$ cat src/hdl/rau_pkg.sv
// ----------------------------------------------------------------------------
// rau_pkg
// Shared types, codes and constants of the rational arithmetic unit.
// ----------------------------------------------------------------------------
package rau_pkg;

	localparam int OperandWidthDefault = 32;
	localparam int FieldWidth = 32;
	localparam int ProdWidth = 64;
	localparam int ResDenWidth = 63;

	typedef enum logic [2:0] {
		CMD_REDUCE = 3'd0,
		CMD_ADD    = 3'd1,
		CMD_SUB    = 3'd2,
		CMD_MUL    = 3'd3,
		CMD_DIV    = 3'd4,
		CMD_CMP    = 3'd5
	} cmd_t;

	typedef enum logic [1:0] {
		ST_OK       = 2'd0,
		ST_ZERO_DEN = 2'd1,
		ST_DIV_ZERO = 2'd2
	} status_t;

	typedef enum logic [1:0] {
		CMP_LESS    = 2'd0,
		CMP_EQUAL   = 2'd1,
		CMP_GREATER = 2'd2
	} cmp_t;

	typedef enum logic [3:0] {
		S_IDLE,
		S_MUL1,
		S_MUL2,
		S_COMBINE,
		S_GCD_INIT,
		S_GCD,
		S_GCD_FIX,
		S_DIV_INIT,
		S_DIV,
		S_FINISH,
		S_OUT
	} state_t;

	// controller to datapath
	typedef struct packed {
		logic load;
		logic mul1;
		logic mul2;
		logic combine;
		logic gcd_init;
		logic gcd_step;
		logic gcd_fix;
		logic div_init;
		logic div_step;
		logic finish;
	} ctrl_t;

	// datapath to controller
	typedef struct packed {
		logic early;     // result settled at load, no arithmetic needed
		logic is_cmp;
		logic gcd_done;
		logic div_done;
	} stat_t;

endpackage

$ cat src/hdl/rau_ctrl.sv
// ----------------------------------------------------------------------------
// rau_ctrl
// Sequencer for the rational unit: products, gcd loop, divide loop, output.
// ----------------------------------------------------------------------------
module rau_ctrl (
	input  logic           clk,
	input  logic           arst_n,
	input  logic           in_fire,
	input  logic           out_fire,
	input  rau_pkg::stat_t stat,
	output rau_pkg::ctrl_t ctrl,
	output logic           busy,
	output logic           res_valid
);
	import rau_pkg::*;

	state_t state_q, state_d;

	always_ff @(posedge clk or negedge arst_n) begin
		if (!arst_n) state_q <= S_IDLE;
		else state_q <= state_d;
	end

	always_comb begin
		state_d = state_q;
		ctrl = '0;
		ctrl.load = in_fire;
		busy = (state_q != S_IDLE);
		res_valid = (state_q == S_OUT);
		case (state_q)
			S_IDLE: if (in_fire) state_d = S_MUL1;
			S_MUL1: begin
				if (stat.early) state_d = S_OUT;
				else begin ctrl.mul1 = 1'b1; state_d = S_MUL2; end
			end
			S_MUL2: begin ctrl.mul2 = 1'b1; state_d = S_COMBINE; end
			S_COMBINE: begin
				ctrl.combine = 1'b1;
				state_d = stat.is_cmp ? S_OUT : S_GCD_INIT;
			end
			S_GCD_INIT: begin ctrl.gcd_init = 1'b1; state_d = S_GCD; end
			S_GCD: begin
				ctrl.gcd_step = 1'b1;
				if (stat.gcd_done) state_d = S_GCD_FIX;
			end
			S_GCD_FIX: begin ctrl.gcd_fix = 1'b1; state_d = S_DIV_INIT; end
			S_DIV_INIT: begin ctrl.div_init = 1'b1; state_d = S_DIV; end
			S_DIV: begin
				ctrl.div_step = 1'b1;
				if (stat.div_done) state_d = S_FINISH;
			end
			S_FINISH: begin ctrl.finish = 1'b1; state_d = S_OUT; end
			S_OUT: if (out_fire) state_d = S_IDLE;
			default: state_d = S_IDLE;
		endcase
	end

	ap_load_idle: assert property (@(posedge clk) disable iff (!arst_n)
		in_fire |-> state_q == S_IDLE) else $error("item taken while busy");
	ap_out_hold: assert property (@(posedge clk) disable iff (!arst_n)
		(state_q == S_OUT && !out_fire) |=> state_q == S_OUT) else $error("result dropped");
	ap_div_after_gcd: assert property (@(posedge clk) disable iff (!arst_n)
		(state_q == S_DIV_INIT) |-> $past(state_q) == S_GCD_FIX) else $error("divide skipped gcd");

endmodule

$ cat config.mk
export PLATFORM = sky130hd
export DESIGN_NAME = rau_ctrl
export DESIGN_NICKNAME = d
export VERILOG_FILES = /design/src/hdl/rau_pkg.sv /design/src/hdl/rau_ctrl.sv
export SDC_FILE = /design/constraint.sdc
export NUM_CORES = 1
export LEC_CHECK = 0
export BUFFER_PORTS_ARGS = -buffer_cell sky130_fd_sc_hd__buf_2
export CORE_AREA = 3 3 40 42
export CTS_BUF_LIST = sky130_fd_sc_hd__clkbuf_16
export DETAILED_ROUTE_END_ITERATION = 6
export DIE_AREA = 0 0 43 45
export GPL_TIMING_DRIVEN = 0
export PLACE_DENSITY_LB_ADDON = 0.3
export SYNTH_ARGS = -nofsm -noshare
export SYNTH_HDL_FRONTEND = slang
export SYNTH_SLANG_ARGS = --single-unit
$ cat constraint.sdc
create_clock -name clk -period 1.7 [get_ports clk]
set_clock_uncertainty 0.05 [all_clocks]
set_input_delay 0.255 -clock clk [delete_from_list [all_inputs] [get_ports clk]]
set_output_delay 0.255 -clock clk [all_outputs]
set_load 0.01 [all_outputs]
==> impl_metrics.tcl, run 1 <==
set metrics [dict create \
    groute.layer.met3.usage_pct 2.39 \
    synth_edf_count 0 \
    grtUsageMet1_pct 13.6 \
    combined_area_of_all_synthesized_cells_um2 402 \
    finalMaxSlewViolations 0 \
    hold_violations 0 \
    flow.area_growth_from_synthesis_pct 49.5 \
    critical_path.endpoint_type "output port" \
    register_bank_with_the_most_flops "state_q" \
    via_count 423 \
    core_area_um2 1280 \
    commonest_cells_after_routing_fill_and_taps_aside "sky130_fd_sc_hd__buf_2, sky130_fd_sc_hd__nor2_1, sky130_fd_sc_hd__nor3_1, sky130_fd_sc_hd__nand2b_1, sky130_fd_sc_hd__dfrtp_1" \
    globalRouteMet2Util_pct 21.9 \
    largest_register_ffs 4 \
    dp_slack_ns 0.209 \
    pin_count 20 \
    worst_path_buffer_plus_inverter_count 1 \
    grt_start_max_net_pins 11 \
    setup-tns-final_ns 0 \
    grt_first_pass_wirelength_um 1810 \
    insertedDiodeCount 0 \
    die_width_um 43 \
    placement.io_buffers 19 \
    dp_hpwl_um 805 \
    timing.final.crit_period_ns 1.56 \
    postSynth.asyncResetShare_pct 100 \
    vias_per_inst 4.86 \
    avgSynthCellArea_um2 8.20 \
    ctsRootBufferMaster "sky130_fd_sc_hd__clkbuf_16" \
    worst_skew_pair.late_latency_ns 0.22 \
    first_pass_iters 3 \
    post-place-cells 83 \
    routed_wire_length_per_instance_um 12.0 \
    drt.antenna.violating_nets 0 \
    crit_chain "nand2b_1 -> nor4_1 -> buf_2" \
    cp-start-kind "register" \
    power-per-cell-area_nw_per_um2 2100 \
    leakagePower_nw 0.302 \
    finish.utilization_pct 46.7 \
    grt_remaining_overflow 0 \
    achievable-frequency_ghz 0.640 \
    first_global_vias 450 \
    core.rowCount 13 \
    postSynthRegisterBits 4 \
    syn_nets 57 \
    cp_top_family "flip-flops" \
    finalSetupViolCount 0 \
    numCtsBuffers 3 \
    tritoncts "done" \
    drtIter0Drc 4 \
    sequential_fraction_of_the_synthesis_area_pct 24.9 \
    postRouteWirelength_um 1040 \
    crit_path_max_fanout 8 \
    synthDistinctLibCells 21 \
    layout.cells.non_filler 87 \
    setup.worst_path.class "register to output port" \
    die_area_um2 1940 \
    htree_levels 1 \
    clkSinkCount 4 \
    timing.max_slew.rel_slack_pct 79.1 \
    final_layout_size_suffix_gt1_share_pct 47.2 \
    cts_max_path_buffers 2 \
    yosys_warnings 0 \
    post-route-period-util_pct 91.9 \
    worst_setup_hold_path_clk_slew_ns 0.03 \
    cp.required_ns 1.39 \
    finalWeightedCongestion 0.818 \
    grt_busiest_layer "met2" \
    design.final.nets 82 \
    antenna_found_initial 0 \
    ir_drop_worst_vdd_mv 1.13 \
    detailed_place.area_um2 515 \
    post_cts_resize_count 0 \
    largest_registers "state_q: 4 flops" \
    holdCritPathClass "input pin to register" \
    filler_cell_count 132 \
    dieHeight_um 45 \
    postLayoutCellArea_um2 601 \
    drc 0 \
    max_cap_violations 0 \
    post_synth_inst_count 49 \
    run_status "complete, no violations" \
    overall_track_demand_over_capacity_in_global_routing_pct 12.1 \
    timing.critical_path.slowest_stage_cell "sky130_fd_sc_hd__dfrtp_1" \
    initial_core_util_pct 31.3 \
    mostFrequentLayoutCell "sky130_fd_sc_hd__buf_2" \
    synth-main-ff-cell "sky130_fd_sc_hd__dfrtp_1" \
    rsz0062_at_grt "false" \
    critical-path-max-stage-delay_ns 0.51 \
    fin_ws_ns 0.138 \
    cp_data_arrival_time_ns 1.26 \
    worst_slew_pin_slew_ns 0.313 \
]
==> tightest hold or removal path: stages <==
cell and delay, ns:
sky130_fd_sc_hd__buf_2 0.09, sky130_fd_sc_hd__a21oi_1 0.05, sky130_fd_sc_hd__o21ai_0 0.14
==> synthesized netlist by cell type (2+ instances only) <==
cell	number	area share [%]
sky130_fd_sc_hd__a21oi_1	2	2.5
sky130_fd_sc_hd__buf_4	2	3.7
sky130_fd_sc_hd__dfrtp_1	4	25
sky130_fd_sc_hd__mux2_4	2	7.5
sky130_fd_sc_hd__nand2_1	3	2.8
sky130_fd_sc_hd__nand2b_1	4	6.2
sky130_fd_sc_hd__nor2_1	12	11
sky130_fd_sc_hd__nor3_1	4	5.0
sky130_fd_sc_hd__nor3_2	3	7.5
sky130_fd_sc_hd__o21ai_0	2	2.5
==> metal layers <==
layer | wire length [um] | share of wire (%)
met1 | 441 | 42
met2 | 553 | 53
met3 | 34 | 3.3
met4 | 14 | 1.3
met5 | 0 | 0
==> path summary, 6_finish.rpt <==
| check | start | to | slack [ns] | depth (start not counted) |
|---|---|---|---|---|
| setup / recovery | state_q[0] | ctrl[8] | 0.14 | 3 |
| min in group asynchronous | arst_n | state_q[1] | 0.34 | 2 |
| max in group asynchronous | arst_n | state_q[2] | 1.14 | 2 |
| hold reg to reg | state_q[3] | state_q[2] | 0.67 | 2 |
| hold / removal | stat[2] | state_q[1] | 0.31 | 3 |
| setup reg to reg | state_q[2] | state_q[3] | 0.18 | 5 |
==> layout make-up <==
class / instances / area, um2 / area share, %
Multi-Input combinational cell: 40 / 264 / 44.0
Timing Repair Buffer: 20 / 105 / 17.5
Sequential cell: 4 / 100 / 16.7
Inverter: 1 / 3.75 / 0.625
Tap cell: 15 / 18.8 / 3.13
Buffer: 4 / 33.8 / 5.63
Clock buffer: 3 / 75.1 / 12.5
==> cells by family (layout without fill, tap and decap cells) <==
kind of cell	Yosys count	count (layout)	synth area share [%]
AOI/OAI and AO/OA	7	7	10.6
and+or+nand+nor	30	30	45.2
buffers and inverters	5	28	9.34
DFF	4	4	24.9
muxes	3	3	9.97
==> through the flow <==
stage / power, W / hold WS (ns)
2_1_floorplan: 0.000727 / -0.0906
3_3_place_gp: 0.000899 / 0.0113
3_5_place_dp: 0.000903 / 0.0164
4_1_cts: 0.00127 / 0.308
5_1_grt: 0.00137 / 0.328
6_report: 0.00126 / 0.307
==> repair_timing <==
item	CTS	global route
buffers inserted	0	0
hold endpoints to repair	4	0
hold buffers	1	0
==> power breakdown <==
group	internal (W)	switching, W	leakage (nW)
sequential	0.000144	0.0000713	0.0502
clock	0.000300	0.0000619	0.0370
combinational	0.000317	0.000366	0.215
(Power assumes the default switching activity.)
==> run 2: changes to the inputs <==
--- a/config.mk
+++ b/config.mk
@@ -5,6 +5,7 @@
 export SDC_FILE = /design/constraint.sdc
 export NUM_CORES = 1
 export LEC_CHECK = 0
+export ABC_AREA = 1
 export BUFFER_PORTS_ARGS = -buffer_cell sky130_fd_sc_hd__buf_2
 export CORE_AREA = 3 3 40 42
 export CTS_BUF_LIST = sky130_fd_sc_hd__clkbuf_16
==> constraint.sdc (replaced) <==
create_clock -name clk -period 1.6 [get_ports clk]
set_clock_uncertainty 0.05 [all_clocks]
set_input_delay 0.24 -clock clk [delete_from_list [all_inputs] [get_ports clk]]
set_output_delay 0.24 -clock clk [all_outputs]
set_load 0.01 [all_outputs]
==> impl_metrics.tcl, run 2 <==
set metrics [dict create \
    run_status "complete, no violations" \
    core_area_um2 1280 \
    drtIter0Drc 1 \
    placement.io_buffers 19 \
    worst_skew_pair.late_latency_ns 0.22 \
    postSynthRegisterBits 4 \
    drt.antenna.violating_nets 0 \
    final_layout_size_suffix_gt1_share_pct 42.0 \
    finalWeightedCongestion 0.767 \
    synthDistinctLibCells 14 \
    cp-start-kind "register" \
    yosys.area.top_type "sky130_fd_sc_hd__dfrtp_1" \
    worst_setup_hold_path_clk_slew_ns 0.03 \
    htree_levels 1 \
    mostFrequentLayoutCell "sky130_fd_sc_hd__nand2_1" \
    avgSynthCellArea_um2 5.89 \
    via_count 456 \
    drc 0 \
    fin_ws_ns 0.0815 \
    crit_path_max_fanout 5 \
    pin_count 20 \
    cp.required_ns 1.31 \
    netlist_top_cells_area "sky130_fd_sc_hd__dfrtp_1, sky130_fd_sc_hd__nand2_1, sky130_fd_sc_hd__nor2_2" \
    rsz0062_at_grt "false" \
    initial_core_util_pct 29.8 \
    combined_area_of_all_synthesized_cells_um2 383 \
    achievable-frequency_ghz 0.659 \
    timing.final.crit_period_ns 1.52 \
    cts_max_path_buffers 2 \
    holdCritPathClass "input pin to register" \
    finalSetupViolCount 0 \
    leading_cell_types_by_count_after_synthesis "sky130_fd_sc_hd__nand2_1, sky130_fd_sc_hd__inv_1, sky130_fd_sc_hd__nor2_2" \
    sequential_fraction_of_the_synthesis_area_pct 26.1 \
    yosys.cell_count.top_type "sky130_fd_sc_hd__nand2_1" \
    post-route-period-util_pct 94.9 \
    syn_nets 73 \
    hp-start "stat[2]" \
    dieHeight_um 45 \
    antenna_found_initial 0 \
    insertedDiodeCount 0 \
    setup-tns-final_ns 0 \
    timing.max_slew.rel_slack_pct 81.5 \
    routed_wire_length_per_instance_um 9.52 \
    cts_post_setup_buffers_inserted 0 \
    dp_hpwl_um 821 \
    yosys_warnings 0 \
    grt_start_max_net_pins 6 \
    largest_registers "state_q: 4 flops" \
    register_bank_with_the_most_flops "state_q" \
    postLayoutCellArea_um2 596 \
    detailed_place.area_um2 497 \
    postSynth.asyncResetShare_pct 100 \
    largest_register_ffs 4 \
    layout.cells.non_filler 103 \
    post-place-cells 99 \
    finalMaxSlewViolations 0 \
    leakagePower_nw 0.370 \
    first_pass_iters 4 \
    design.final.nets 98 \
    die_area_um2 1940 \
    critPathLaunch "state_q[2]" \
    postRouteWirelength_um 981 \
    synth-main-ff-cell "sky130_fd_sc_hd__dfrtp_1" \
    dp_slack_ns 0.224 \
    flow.area_growth_from_synthesis_pct 55.6 \
    numCtsBuffers 3 \
    tritoncts "done" \
    ir_drop_worst_vdd_mv 1.25 \
    hold_ws_ns 0.180 \
    power-per-cell-area_nw_per_um2 2150 \
    max_cap_violations 0 \
    clkSinkCount 4 \
    hold_violations 0 \
    r2r-start "state_q[1]" \
    core.rowCount 13 \
    grt_first_pass_wirelength_um 1650 \
    die_width_um 43 \
    cp_data_arrival_time_ns 1.23 \
    portion_of_synthesized_cell_area_occupied_by_the_leading_cell_type_pct 26.1 \
    worst_slew_pin_slew_ns 0.278 \
    grt_remaining_overflow 0 \
    overall_track_demand_over_capacity_in_global_routing_pct 11.1 \
    ctsRootBufferMaster "sky130_fd_sc_hd__clkbuf_16" \
    vias_per_inst 4.43 \
    critical_path.endpoint_type "output port" \
    post_synth_inst_count 65 \
    filler_cell_count 143 \
    synth_edf_count 0 \
    first_global_vias 424 \
    commonest_cells_after_routing_fill_and_taps_aside "sky130_fd_sc_hd__nand2_1, sky130_fd_sc_hd__buf_2, sky130_fd_sc_hd__inv_1" \
    setup.worst_path.class "register to output port" \
]
-- run 2: cell families (layout without fill, tap and decap cells) --
kind of cell / count (synthesis) / after routing / synth area share [%]
AO/OA/AOI/OAI: 3 / 3 / 4.58
buffers and inverters: 13 / 36 / 13.7
flip-flops: 4 / 4 / 26.1
AND/OR/NAND/NOR: 45 / 45 / 55.6
-- run 2: worst max-delay path, cell delays in order, from the launching register on --
cell                      delay (ns)
sky130_fd_sc_hd__dfrtp_1        0.43
sky130_fd_sc_hd__nor2_4         0.19
sky130_fd_sc_hd__inv_2          0.08
sky130_fd_sc_hd__nor3_1         0.15
sky130_fd_sc_hd__buf_2          0.15
-- run 2: area by class of cell --
type | instances | area, um2 | share of cell area (%)
plain buffers | 1 | 7.51 | 1.26
clock buffers | 3 | 75.1 | 12.6
inverters | 12 | 45.0 | 7.56
multi-input cells | 48 | 243 | 40.8
flip-flops and latches | 4 | 101 | 17.0
well taps | 15 | 18.8 | 3.15
repair buffers | 20 | 105 | 17.6
-- run 2: timing repair --
action / 4_1_cts / 5_1_grt
resized for setup: 1 / 3
endpoints found under the setup margin: 1 / 4
hold endpoints to repair: 4 / 0
hold buffers: 1 / 0
pin swaps: 0 / 1
-- run 2: path summary, 6_finish.rpt --
| kind | cells past startpoint | slack (ns) | endpoint |
|---|---|---|---|
| setup / recovery | 4 | 0.08 | ctrl[8] |
| min in group asynchronous | 2 | 0.31 | state_q[1] |
| max in group asynchronous | 2 | 1.06 | state_q[0] |
| setup reg to reg | 7 | 0.32 | state_q[0] |
| hold / removal | 2 | 0.18 | state_q[2] |
| hold reg to reg | 2 | 0.60 | state_q[3] |
-- run 2: report_power, final --
group          internal [W]  total [W]  switching, W  leakage (nW)
registers          0.000154   0.000248     0.0000942        0.0501
logic              0.000235   0.000645      0.000410         0.283
clock network      0.000319   0.000386     0.0000667        0.0370
total              0.000708    0.00128      0.000571         0.370
-- run 2: metrics by stage --
stage          total power [W]  util [%]
6_report               0.00128      46.3
5_1_grt                0.00140      46.3
4_1_cts                0.00127      45.7
3_5_place_dp          0.000871      38.7
3_3_place_gp          0.000853      38.7
2_1_floorplan         0.000680         -
-- run 2: per-layer routing --
| layer | GRT usage, % | vias to the layer above | part of all wire (%) | wire length, um |
|---|---|---|---|---|
| met5 | 0 | - | 0 | 0 |
| met4 | 1.81 | 0 | 0 | 0 |
| met3 | 3.98 | 0 | 6.4 | 63 |
| met2 | 17.7 | 11 | 46 | 456 |
| met1 | 14.8 | 202 | 47 | 462 |
| li1 | - | 243 | - | - |
